[src/design/sgmltok_pkg.sv]
// Shared types, constants and helper functions of the SGML document tokenizer.
// Depends on nothing; the top level sgml_document_tokenizer uses it.
package sgmltok_pkg;

    localparam int COUNT_BITS_DEFAULT = 24;
    localparam int OUT_COUNT_BITS     = 24;
    localparam int QUEUE_DEPTH        = 4;
    localparam int QUEUE_PTR_BITS     = $clog2(QUEUE_DEPTH);
    localparam int QUEUE_CNT_BITS     = $clog2(QUEUE_DEPTH + 1);
    localparam int TDATA_BITS         = 64;

    localparam logic [7:0] CHAR_LT     = 8'h3C;
    localparam logic [7:0] CHAR_GT     = 8'h3E;
    localparam logic [7:0] CHAR_DASH   = 8'h2D;
    localparam logic [2:0] TAG_DOC_LEN = 3'd3;
    localparam logic [2:0] TAG_DOCNO_LEN = 3'd5;

    typedef enum logic [1:0] {
        MODE_SKIP = 2'd0,
        MODE_TERM = 2'd1,
        MODE_NAME = 2'd2,
        MODE_TAG  = 2'd3
    } scan_mode_t;

    typedef enum logic [2:0] {
        KIND_TERM_BYTE = 3'd0,
        KIND_TERM_END  = 3'd1,
        KIND_NAME_BYTE = 3'd2,
        KIND_NAME_END  = 3'd3,
        KIND_DOC_LEN   = 3'd4
    } kind_t;

    typedef struct packed {
        kind_t                     kind;
        logic [7:0]                char_out;
        logic [OUT_COUNT_BITS-1:0] doc_number;
        logic                      in_document;
        logic [OUT_COUNT_BITS-1:0] doc_length;
        logic                      last;
    } result_t;

    function automatic logic is_alnum(input logic [7:0] c);
        is_alnum = (c >= 8'h30 && c <= 8'h39) || (c >= 8'h41 && c <= 8'h5A)
                || (c >= 8'h61 && c <= 8'h7A);
    endfunction

    function automatic logic [7:0] to_lower(input logic [7:0] c);
        if (c >= 8'h41 && c <= 8'h5A)
        begin
            to_lower = c + 8'd32;
        end
        else
        begin
            to_lower = c;
        end
    endfunction

    // Characters of "DOCNO" that follow the opening bracket.
    function automatic logic [7:0] tag_char(input logic [2:0] idx);
        case (idx)
            3'd0:    tag_char = 8'h44;
            3'd1:    tag_char = 8'h4F;
            3'd2:    tag_char = 8'h43;
            3'd3:    tag_char = 8'h4E;
            3'd4:    tag_char = 8'h4F;
            default: tag_char = 8'h00;
        endcase
    endfunction

    function automatic result_t make_result(
        input kind_t                     kind,
        input logic [7:0]                ch,
        input logic [OUT_COUNT_BITS-1:0] dn,
        input logic                      ind,
        input logic [OUT_COUNT_BITS-1:0] len
    );
        result_t r;
        r.kind        = kind;
        r.char_out    = ch;
        r.doc_number  = dn;
        r.in_document = ind;
        r.doc_length  = len;
        r.last        = 1'b0;
        make_result   = r;
    endfunction

endpackage

[src/design/sgml_document_tokenizer.sv]
// Top level of the SGML document tokenizer: scanner state and a small result queue.
// Depends on sgmltok_pkg.
//
// The tokenizer takes one text byte per beat and can accept a beat in every cycle. Each
// beat is decoded in the cycle it is accepted, and its zero, one or two results are
// written into a four-entry result queue that drives the output stream one result per
// cycle while m_tready is high; the first result of a beat is offered in the next cycle
// if the queue was empty. Only an end-of-input beat that finds a term or a name open gives
// two results; every other beat gives at most one, so bytes flow at one per cycle while
// the output keeps up, and a two-result beat can hold the input back while the queue catches
// up. s_tready is low while fewer than two entries are free. No startup or clearing phase.
module sgml_document_tokenizer #(
    parameter int COUNT_BITS = sgmltok_pkg::COUNT_BITS_DEFAULT
) (
    input  logic        clk,
    input  logic        rst_n,
    input  logic        s_tvalid,
    output logic        s_tready,
    input  logic [7:0]  s_tdata,   // byte_in
    input  logic        s_tlast,   // end_of_input
    output logic        m_tvalid,
    input  logic        m_tready,
    output logic [63:0] m_tdata,   // char_out, doc_number, in_document, doc_length, zero fill
    output logic [2:0]  m_tuser,   // kind
    output logic        m_tlast    // last
);

    localparam int OUTB     = sgmltok_pkg::OUT_COUNT_BITS;
    localparam int EXT_BITS = (COUNT_BITS > OUTB) ? COUNT_BITS : OUTB;
    localparam int PAD_BITS = sgmltok_pkg::TDATA_BITS - 8 - 2 * OUTB - 1;
    localparam int DEPTH    = sgmltok_pkg::QUEUE_DEPTH;
    localparam int PTRB     = sgmltok_pkg::QUEUE_PTR_BITS;
    localparam int CNTB     = sgmltok_pkg::QUEUE_CNT_BITS;

    sgmltok_pkg::scan_mode_t mode_reg, mode_next;
    logic [2:0]              match_len_reg, match_len_next;
    logic                    mismatch_reg, mismatch_next;
    logic                    expect_name_reg, expect_name_next;
    logic                    doc_seen_reg, doc_seen_next;
    logic [COUNT_BITS-1:0]   doc_counter_reg, doc_counter_next;
    logic [COUNT_BITS-1:0]   term_count_reg, term_count_next;

    sgmltok_pkg::result_t    queue_reg [DEPTH];
    logic [PTRB-1:0]         wr_ptr_reg, rd_ptr_reg;
    logic [CNTB-1:0]         count_reg;

    sgmltok_pkg::result_t    res0, res1, head;
    logic [1:0]              nres;
    logic                    s_accept, m_accept;
    logic [7:0]              c;
    logic [COUNT_BITS-1:0]   tc_inc, dc_inc;
    logic [EXT_BITS-1:0]     dc_ext, tc_ext, tc_inc_ext;
    logic [OUTB-1:0]         dc_out, tc_out, tc_inc_out;

    assign s_accept = s_tvalid && s_tready;
    assign m_accept = m_tvalid && m_tready;
    assign c        = s_tdata;

    assign tc_inc = (term_count_reg == '1) ? term_count_reg : term_count_reg + 1'b1;
    assign dc_inc = (doc_counter_reg == '1) ? doc_counter_reg : doc_counter_reg + 1'b1;

    assign dc_ext     = EXT_BITS'(doc_counter_reg);
    assign tc_ext     = EXT_BITS'(term_count_reg);
    assign tc_inc_ext = EXT_BITS'(tc_inc);
    assign dc_out     = dc_ext[OUTB-1:0];
    assign tc_out     = tc_ext[OUTB-1:0];
    assign tc_inc_out = tc_inc_ext[OUTB-1:0];

    always_comb
    begin
        mode_next        = mode_reg;
        match_len_next   = match_len_reg;
        mismatch_next    = mismatch_reg;
        expect_name_next = expect_name_reg;
        doc_seen_next    = doc_seen_reg;
        doc_counter_next = doc_counter_reg;
        term_count_next  = term_count_reg;
        res0 = sgmltok_pkg::make_result(sgmltok_pkg::KIND_TERM_BYTE, 8'h00, '0, 1'b0, '0);
        res1 = res0;
        nres = 2'd0;

        if (s_tlast)
        begin
            if (mode_reg == sgmltok_pkg::MODE_TERM)
            begin
                res0 = sgmltok_pkg::make_result(sgmltok_pkg::KIND_TERM_END, 8'h00,
                                                dc_out, doc_seen_reg, '0);
                res1 = sgmltok_pkg::make_result(sgmltok_pkg::KIND_DOC_LEN, 8'h00,
                                                dc_out, doc_seen_reg, tc_inc_out);
                nres = 2'd2;
            end
            else if (mode_reg == sgmltok_pkg::MODE_NAME)
            begin
                res0 = sgmltok_pkg::make_result(sgmltok_pkg::KIND_NAME_END, 8'h00,
                                                dc_out, doc_seen_reg, '0);
                res1 = sgmltok_pkg::make_result(sgmltok_pkg::KIND_DOC_LEN, 8'h00,
                                                dc_out, doc_seen_reg, tc_out);
                nres = 2'd2;
            end
            else
            begin
                res0 = sgmltok_pkg::make_result(sgmltok_pkg::KIND_DOC_LEN, 8'h00,
                                                dc_out, doc_seen_reg, tc_out);
                nres = 2'd1;
            end
            mode_next        = sgmltok_pkg::MODE_SKIP;
            match_len_next   = 3'd0;
            mismatch_next    = 1'b0;
            expect_name_next = 1'b0;
            doc_seen_next    = 1'b0;
            doc_counter_next = '0;
            term_count_next  = '0;
        end
        else if (mode_reg == sgmltok_pkg::MODE_TAG)
        begin
            if (c == sgmltok_pkg::CHAR_GT)
            begin
                mode_next = sgmltok_pkg::MODE_SKIP;
                if (!mismatch_reg && match_len_reg == sgmltok_pkg::TAG_DOC_LEN)
                begin
                    if (doc_seen_reg)
                    begin
                        res0 = sgmltok_pkg::make_result(sgmltok_pkg::KIND_DOC_LEN, 8'h00,
                                                        dc_out, doc_seen_reg, tc_out);
                        nres = 2'd1;
                        doc_counter_next = dc_inc;
                    end
                    doc_seen_next   = 1'b1;
                    term_count_next = '0;
                end
                else if (!mismatch_reg && match_len_reg == sgmltok_pkg::TAG_DOCNO_LEN)
                begin
                    expect_name_next = 1'b1;
                end
            end
            else if (!mismatch_reg && match_len_reg < sgmltok_pkg::TAG_DOCNO_LEN
                     && c == sgmltok_pkg::tag_char(match_len_reg))
            begin
                match_len_next = match_len_reg + 3'd1;
            end
            else
            begin
                mismatch_next = 1'b1;
            end
        end
        else if (mode_reg == sgmltok_pkg::MODE_TERM && sgmltok_pkg::is_alnum(c))
        begin
            res0 = sgmltok_pkg::make_result(sgmltok_pkg::KIND_TERM_BYTE,
                                            sgmltok_pkg::to_lower(c), dc_out, doc_seen_reg, '0);
            nres = 2'd1;
        end
        else if (mode_reg == sgmltok_pkg::MODE_NAME
                 && (sgmltok_pkg::is_alnum(c) || c == sgmltok_pkg::CHAR_DASH))
        begin
            res0 = sgmltok_pkg::make_result(sgmltok_pkg::KIND_NAME_BYTE, c,
                                            dc_out, doc_seen_reg, '0);
            nres = 2'd1;
        end
        else
        begin
            // Close any open token, then look at the byte as a possible token start.
            if (mode_reg == sgmltok_pkg::MODE_TERM)
            begin
                term_count_next = tc_inc;
                res0 = sgmltok_pkg::make_result(sgmltok_pkg::KIND_TERM_END, 8'h00,
                                                dc_out, doc_seen_reg, '0);
                nres = 2'd1;
            end
            else if (mode_reg == sgmltok_pkg::MODE_NAME)
            begin
                expect_name_next = 1'b0;
                res0 = sgmltok_pkg::make_result(sgmltok_pkg::KIND_NAME_END, 8'h00,
                                                dc_out, doc_seen_reg, '0);
                nres = 2'd1;
            end
            mode_next = sgmltok_pkg::MODE_SKIP;

            if (c == sgmltok_pkg::CHAR_LT)
            begin
                mode_next      = sgmltok_pkg::MODE_TAG;
                match_len_next = 3'd0;
                mismatch_next  = 1'b0;
            end
            else if (sgmltok_pkg::is_alnum(c))
            begin
                if (expect_name_next)
                begin
                    mode_next = sgmltok_pkg::MODE_NAME;
                    res1 = sgmltok_pkg::make_result(sgmltok_pkg::KIND_NAME_BYTE, c,
                                                    dc_out, doc_seen_reg, '0);
                end
                else
                begin
                    mode_next = sgmltok_pkg::MODE_TERM;
                    res1 = sgmltok_pkg::make_result(sgmltok_pkg::KIND_TERM_BYTE,
                                                    sgmltok_pkg::to_lower(c),
                                                    dc_out, doc_seen_reg, '0);
                end
                if (nres == 2'd0)
                begin
                    res0 = res1;
                    nres = 2'd1;
                end
                else
                begin
                    nres = 2'd2;
                end
            end
        end

        if (nres == 2'd2)
        begin
            res1.last = 1'b1;
        end
        else
        begin
            res0.last = 1'b1;
        end
    end

    always_ff @(posedge clk or negedge rst_n)
    begin
        if (!rst_n)
        begin
            mode_reg        <= sgmltok_pkg::MODE_SKIP;
            match_len_reg   <= 3'd0;
            mismatch_reg    <= 1'b0;
            expect_name_reg <= 1'b0;
            doc_seen_reg    <= 1'b0;
            doc_counter_reg <= '0;
            term_count_reg  <= '0;
        end
        else if (s_accept)
        begin
            mode_reg        <= mode_next;
            match_len_reg   <= match_len_next;
            mismatch_reg    <= mismatch_next;
            expect_name_reg <= expect_name_next;
            doc_seen_reg    <= doc_seen_next;
            doc_counter_reg <= doc_counter_next;
            term_count_reg  <= term_count_next;
        end
    end

    // Result queue.
    always_ff @(posedge clk)
    begin
        if (s_accept && nres != 2'd0)
        begin
            queue_reg[wr_ptr_reg] <= res0;
        end
        if (s_accept && nres == 2'd2)
        begin
            queue_reg[wr_ptr_reg + PTRB'(1)] <= res1;
        end
    end

    always_ff @(posedge clk or negedge rst_n)
    begin
        if (!rst_n)
        begin
            wr_ptr_reg <= '0;
            rd_ptr_reg <= '0;
            count_reg  <= '0;
        end
        else
        begin
            if (s_accept)
            begin
                wr_ptr_reg <= wr_ptr_reg + PTRB'(nres);
            end
            if (m_accept)
            begin
                rd_ptr_reg <= rd_ptr_reg + PTRB'(1);
            end
            count_reg <= count_reg + (s_accept ? CNTB'(nres) : CNTB'(0))
                                   - (m_accept ? CNTB'(1) : CNTB'(0));
        end
    end

    assign s_tready = (count_reg <= CNTB'(DEPTH - 2));
    assign head     = queue_reg[rd_ptr_reg];
    assign m_tvalid = (count_reg != '0);
    assign m_tdata  = {{PAD_BITS{1'b0}}, head.doc_length, head.in_document,
                       head.doc_number, head.char_out};
    assign m_tuser  = head.kind;
    assign m_tlast  = head.last;

    a_queue_bound: assert property (@(posedge clk) disable iff (!rst_n)
        count_reg <= CNTB'(DEPTH))
        else $error("result queue overflow");

    a_flush_resets: assert property (@(posedge clk) disable iff (!rst_n)
        s_accept && s_tlast |=> mode_reg == sgmltok_pkg::MODE_SKIP && !doc_seen_reg
                               && doc_counter_reg == '0 && term_count_reg == '0)
        else $error("state not cleared after end of input");

    a_flush_reports: assert property (@(posedge clk) disable iff (!rst_n)
        s_accept && s_tlast |=> count_reg != '0)
        else $error("end of input gave no result");

    a_match_bound: assert property (@(posedge clk) disable iff (!rst_n)
        match_len_reg <= sgmltok_pkg::TAG_DOCNO_LEN)
        else $error("tag match length out of range");

endmodule
[config.mk]
export PLATFORM = sky130hd
export DESIGN_NAME = sgml_document_tokenizer
export DESIGN_NICKNAME = d
export VERILOG_FILES = /design/src/design/sgmltok_pkg.sv /design/src/design/sgml_document_tokenizer.sv
export SDC_FILE = /design/constraint.sdc
export NUM_CORES = 1
export LEC_CHECK = 0
export BUFFER_PORTS_ARGS = -buffer_cell sky130_fd_sc_hd__buf_2
export CORE_MARGIN = 1
export CORE_UTILIZATION = 55
export DETAILED_ROUTE_END_ITERATION = 16
export PLACE_DENSITY = 0.73
export SLEW_MARGIN = 0
export SYNTH_ARGS = -nofsm -noshare
export SYNTH_HDL_FRONTEND = slang
export SYNTH_SLANG_ARGS = --single-unit
[constraint.sdc]
create_clock -name clk -period 4.4 [get_ports clk]
set_clock_uncertainty 0.1 [all_clocks]
set_input_delay 0.44 -clock clk [delete_from_list [all_inputs] [get_ports clk]]
set_output_delay 0.44 -clock clk [all_outputs]
set_load 0.02 [all_outputs]
After elaboration in Yosys (flattened, before gate mapping)

Memories as Yosys holds them, arrays and structs flattened.
Index checks and enable logic that the tools add are counted.
W data, S select, Z words.

Register bits after elaboration: 63
Bits in writable memories: 244
Input port bits: 13
Output and inout port bits: 70
Logic and storage cells: 195
Memories kept: 1

Add/subtract/negate cells: 9
Magnitude comparators: 8
Eq/ne operators: 25
Multiplexer cells: 107
Reductions and logical operators: 35

Memories:

| memory    | depth | width | read ports | clocked after memory_dff | write ports | line                          | text |
|---|---|---|---|---|---|---|---|
| queue_reg | 4     | 61    | 1          | 0                        | 2           | sgml_document_tokenizer.sv:43 | `sgmltok_pkg::result_t queue_reg [DEPTH];` |

Operators with widths:

| kind                    | count |
|---|---|
| $mux W61                | 15 |
| $mux W60                | 8 |
| $mux W24                | 14 |
| $add A24 B1 Y24 const B | 2 |
| $eq A24 B24 Y1 const B  | 2 |
| $mux W2                 | 22 |
| $mux W1                 | 36 |
| $mux W8                 | 4 |
| $reduce_and A6 Y1       | 5 |
| $pmux W7 S4             | 1 |
| $eq A8 B6 Y1 const B    | 3 |
| $mux W3                 | 7 |
| $ge A8 B7 Y1 const B    | 2 |
| $le A8 B7 Y1 const B    | 2 |
| $ne A3 B3 Y1 const B    | 5 |
| $logic_and A1 B1 Y1     | 13 |
| $ne A3 B2 Y1 const B    | 4 |
| $reduce_bool A2 Y1      | 5 |
| $reduce_bool A3 Y1      | 3 |
| $add A8 B6 Y8 const B   | 1 |
| $eq A8 B8 Y1            | 1 |
| $ge A8 B6 Y1 const B    | 1 |
| $le A8 B6 Y1 const B    | 1 |
| $reduce_and A4 Y1       | 2 |
| 18 further kinds        | 25 |

Longest topological paths before layout

Depth after elaboration: 22
Gate-level depth with buffers: 18
Depth with buffers taken out: 18

Least setup slack after synthesis

Ideal clock, no wire load.

Path kind: input to register
Start point: input s_tdata[5]
End point: memory queue_reg[0][0] in the netlist's numbering (enable)
Library setup time: 666 ps
Arrival time: 3795 ps
Required time: 3634 ps
Slack: -162 ps
Stages on the path: 13
Path buffers: 1
Cells stage by stage: inv_1 ha_1 nand2b_1 a211oi_1 o221a_2 o21a_1 ha_1 nor2_1 a21oi_1 o31a_1 o21ai_2 buf_2 nand2_1

RTL lines:

| what               | line                          | text |
|---|---|---|
| start: declaration | sgml_document_tokenizer.sv:19 | `input logic [7:0] s_tdata,` |
| end: declaration   | sgml_document_tokenizer.sv:43 |  |

Worst setup path in the final report

Start point: register match_len_reg[0]
End point: register count_reg[2]

Cells in the longest elaborated chain, start to end: 9

Ends and longest elaborated chain:

| what                     | line                           | text |
|---|---|---|
| start: declaration       | sgml_document_tokenizer.sv:36  | `logic [2:0] match_len_reg, match_len_next;` |
| start signal: assignment | sgml_document_tokenizer.sv:236 | `match_len_reg <= match_len_next;` |
| $eq A3 B2 Y1             | sgml_document_tokenizer.sv:119 | `if (!mismatch_reg && match_len_reg == sgmltok_pkg::TAG_DOC_LEN)` |
| $logic_and A1 B1 Y1      | sgml_document_tokenizer.sv:119 |  |
| $mux W1                  | sgml_document_tokenizer.sv:119 |  |
| $mux W1                  | sgml_document_tokenizer.sv:116 | `if (c == sgmltok_pkg::CHAR_GT)` |
| $mux W2                  | sgml_document_tokenizer.sv:114 | `else if (mode_reg == sgmltok_pkg::MODE_TAG)` |
| $mux W2                  | sgml_document_tokenizer.sv:82  | `if (s_tlast)` |
| $mux W2                  | sgml_document_tokenizer.sv:276 | `count_reg <= count_reg + (s_accept ? CNTB'(nres) : CNTB'(0))` |
| $add A3 B2 Y3            | sgml_document_tokenizer.sv:276 |  |
| $sub A3 B1 Y3            | sgml_document_tokenizer.sv:277 | `- (m_accept ? CNTB'(1) : CNTB'(0));` |
| end signal: assignment   | sgml_document_tokenizer.sv:276 |  |
| end: declaration         | sgml_document_tokenizer.sv:45  | `logic [CNTB-1:0] count_reg;` |

No other way between the ends.
A chain may end at the register's enable or synchronous reset.

==> qor.txt <==
Area Overhead vs Synth - 11.1%
Placer Congestion - 0.894
Longest Clk Path Bufs - 3
Core Region - 27900 um^2
Total CTS buffers - 31
CTS tree - built
CTS H-tree depth - 1
RSZ-0062 raised after global routing - false
Max Cap Viol - 0
Synth warnings - 0
Syn Std Cell Area - 15700 um^2
Asr flop ratio synth - 0.205
Layout cells sized above 1 - 0.181
Switch Pwr - 3200 uW
Setup TNS - 0 ns
Crit-path max FO - 7
R2r startpoint - match_len_reg[0]$_DFFE_PN0P_
Final worst path period need - 3.74 ns
Syn_area_per_cell - 12.0 um^2
Die area - 29200 um^2
Final WL - 37900 um
Die Ht - 171 um
Final #Nets - 1379
Mapped Cells - 1304
CTS Root Buffer Type - clkbuf_16
Post-route ant nets - 0
Worst R2R Setup Slack - 0.66 ns
Hold_ws - 0.208 ns
Pwr dens - 539 nW/um^2
Total Routing Usage GR - 0.265
Crit path capture type - flop
Total grt overflow - 0
Register share of total power - 0.410
1st-pass router iterations - 6
Die X-Extent - 171 um
Final Cell Area - 17400 um^2
Achievable frequency - 0.267 GHz
Worst Path Required - 4.78 ns
Port Buffers - 75
Critical path class - reg -> reg
Worst Setup SP - match_len_reg[0]$_DFFE_PN0P_
Pint - 6200 uW
CP arrival - 4.12 ns
Worst-margin pin slew - 1.17 ns
Initial core utilization - 0.562
R2R cell count - 14
P_leak - 0.00593 uW
Clock power share - 0.278
Final hold violations - 0
Via/cell ratio - 6.39
CP startpoint kind - flop
Most common cell after layout, fill and taps aside - edfxtp_1
Number of library cell types mapped by synthesis - 70
FF-to-FF End - count_reg[2]$_DFF_PN0_
Period utilisation layout - 0.850
Area after DPL - 16400 um^2
Post-synth EDFFs - 240
Synthesized flop and latch total - 307
Max reg flops - 244
Initial antenna violation count - 0
I/O Pins - 83
Post-CTS Setup Bufs - 0
Vias in the first global route - 10785
Worst hold path type - in -> reg
Crit path to - count_reg[2]$_DFF_PN0_
Clock sink count - 307
First-pass GRT wire length - 59900 um
Antenna cells - 0
Hpwl dp - 23200 um
Avg WL per Cell - 21.6 um
Sw frac - 0.340
Clk_lat worst skew - 0.56 ns
VDD IR max - 0.402 mV
Reg clk slew, reported paths - 0.06 ns
Largest net degree at the start of global routing - 61
Fin util - 0.624
Slew margin rel. - 0.223
Commonest register cell after synthesis - edfxtp_1
Status - completed
Starting DRT DRC Count - 1079
Vias - 11184
Post-synthesis sequential area ratio - 0.565
Num rows - 61
Logic gate share of total power - 0.312
Commonest non-fill, non-tap cells in the layout - 240 x edfxtp_1, 116 x o22ai_1, 109 x and2_1
Setup violators final - 0
Final Max Tran Viols - 0
DR DRC count - 0
[repair_timing]
| action | in CTS | in global routing |
|---|---|---|
| endpoints found under the hold margin | 29 | 0 |
| gates resized for setup | 0 | 0 |
| hold buffers | 1 | 0 |
| setup endpoints to repair | 0 | 0 |
[through the flow]
step	instances	setup slack, ns	total power [uW]
2_1_floorplan	1310	0.446	5880
3_3_place_gp	1692	0.335	6780
3_5_place_dp	1692	0.267	6850
4_1_cts	1751	0.702	9450
5_1_grt	1751	0.447	9800
6_report	1751	0.662	9400
[cells in the mapped netlist (all sizes together), types with 6 or more instances]
library cell    n  share of area
o22ai         116          0.046
and3           21         0.0084
xnor2          22          0.012
o21ai          53          0.019
nor3           31         0.0099
edfxtp        240           0.46
a21o            7         0.0033
ha             17          0.014
a31oi           8         0.0032
dfrtp          63           0.10
o21a            6         0.0030
inv            23         0.0055
buf            51          0.017
nor2b          28          0.011
nand2          97          0.023
a21oi          41          0.013
or3            12         0.0048
nand3          47          0.015
nand4          15         0.0060
or2             6         0.0024
nand2b         10         0.0040
nor2           67          0.016
and4            7         0.0039
clkbuf         54          0.013
and2          109          0.043
mux4           61          0.088
o31ai          12         0.0057
xor2           11         0.0061
[power groups by stage]
| stage | Clock [uW] | Combinational [uW] | Sequential (uW) |
|---|---|---|---|
| 4_1_cts | 2640 | 2950 | 3850 |
| 6_report | 2610 | 2930 | 3850 |
| 3_5_place_dp | 0 | 2940 | 3910 |
| 2_1_floorplan | 0 | 2220 | 3660 |
| 3_3_place_gp | 0 | 2890 | 3890 |
| 5_1_grt | 2770 | 3130 | 3900 |
[worst min-delay path by stage]
stage                                        from                       endpoint  slack [ns]  cells after the start
finish                                 s_tdata[4]     queue_reg[1][54]$_DFFE_PP_        0.21                      2
detailed placement  queue_reg[1][58]$_SDFFE_PP0N_  queue_reg[1][58]$_SDFFE_PP0N_        0.36                      2
global route                           s_tdata[4]     queue_reg[1][54]$_DFFE_PP_        0.19                      2
floorplan                                   rst_n         count_reg[0]$_DFF_PN0_        0.04                      0
CTS                                    s_tdata[4]     queue_reg[1][54]$_DFFE_PP_        0.18                      2
global placement    queue_reg[0][58]$_SDFFE_PP0P_  queue_reg[0][58]$_SDFFE_PP0P_        0.36                      2
[worst max-delay path, stage by stage, from the launching register on]
cell	delay, ns
dfrtp_1	0.46
ha_1	0.19
ha_1	0.24
nand3b_1	0.15
nor4_1	0.52
a21o_1	0.27
nand2_1	0.19
nand2_1	0.23
nand2_1	0.08
ha_1	0.29
inv_1	0.04
ha_1	0.18
fa_1	0.37
xnor2_1	0.20
xnor2_1	0.13
[metal layers]
metal / vias to the layer above / wire length (um) / track usage
li1: 5058 / - / -
met1: 5528 / 16300 / 0.385
met2: 534 / 18000 / 0.421
met3: 64 / 2930 / 0.0335
met4: 0 / 715 / 0.0780
met5: - / 0 / 0
[kinds of logic after synthesis]
group | Yosys count | share of synthesized area
AOI/OAI and AO/OA | 283 | 0.117
and+or+nand+nor | 467 | 0.157
DFF | 307 | 0.565
muxes | 67 | 0.0916
buffers and inverters | 128 | 0.0357
xor gates and xnor gates | 33 | 0.0184
other | 1 | 0.000239
adders and majority gates | 18 | 0.0148
[cell type report]
| cell class | instances | area, um^2 |
|---|---|---|
| inverters | 23 | 86.3 |
| fillers | 2197 | 10500 |
| multi-input cells | 875 | 6300 |
| clock inverters | 17 | 174 |
| repair buffers | 110 | 703 |
| flip-flops and latches | 307 | 8870 |
| well taps | 378 | 473 |
| clock buffers | 41 | 833 |
No activity file was read; power rests on OpenSTA's default activity.
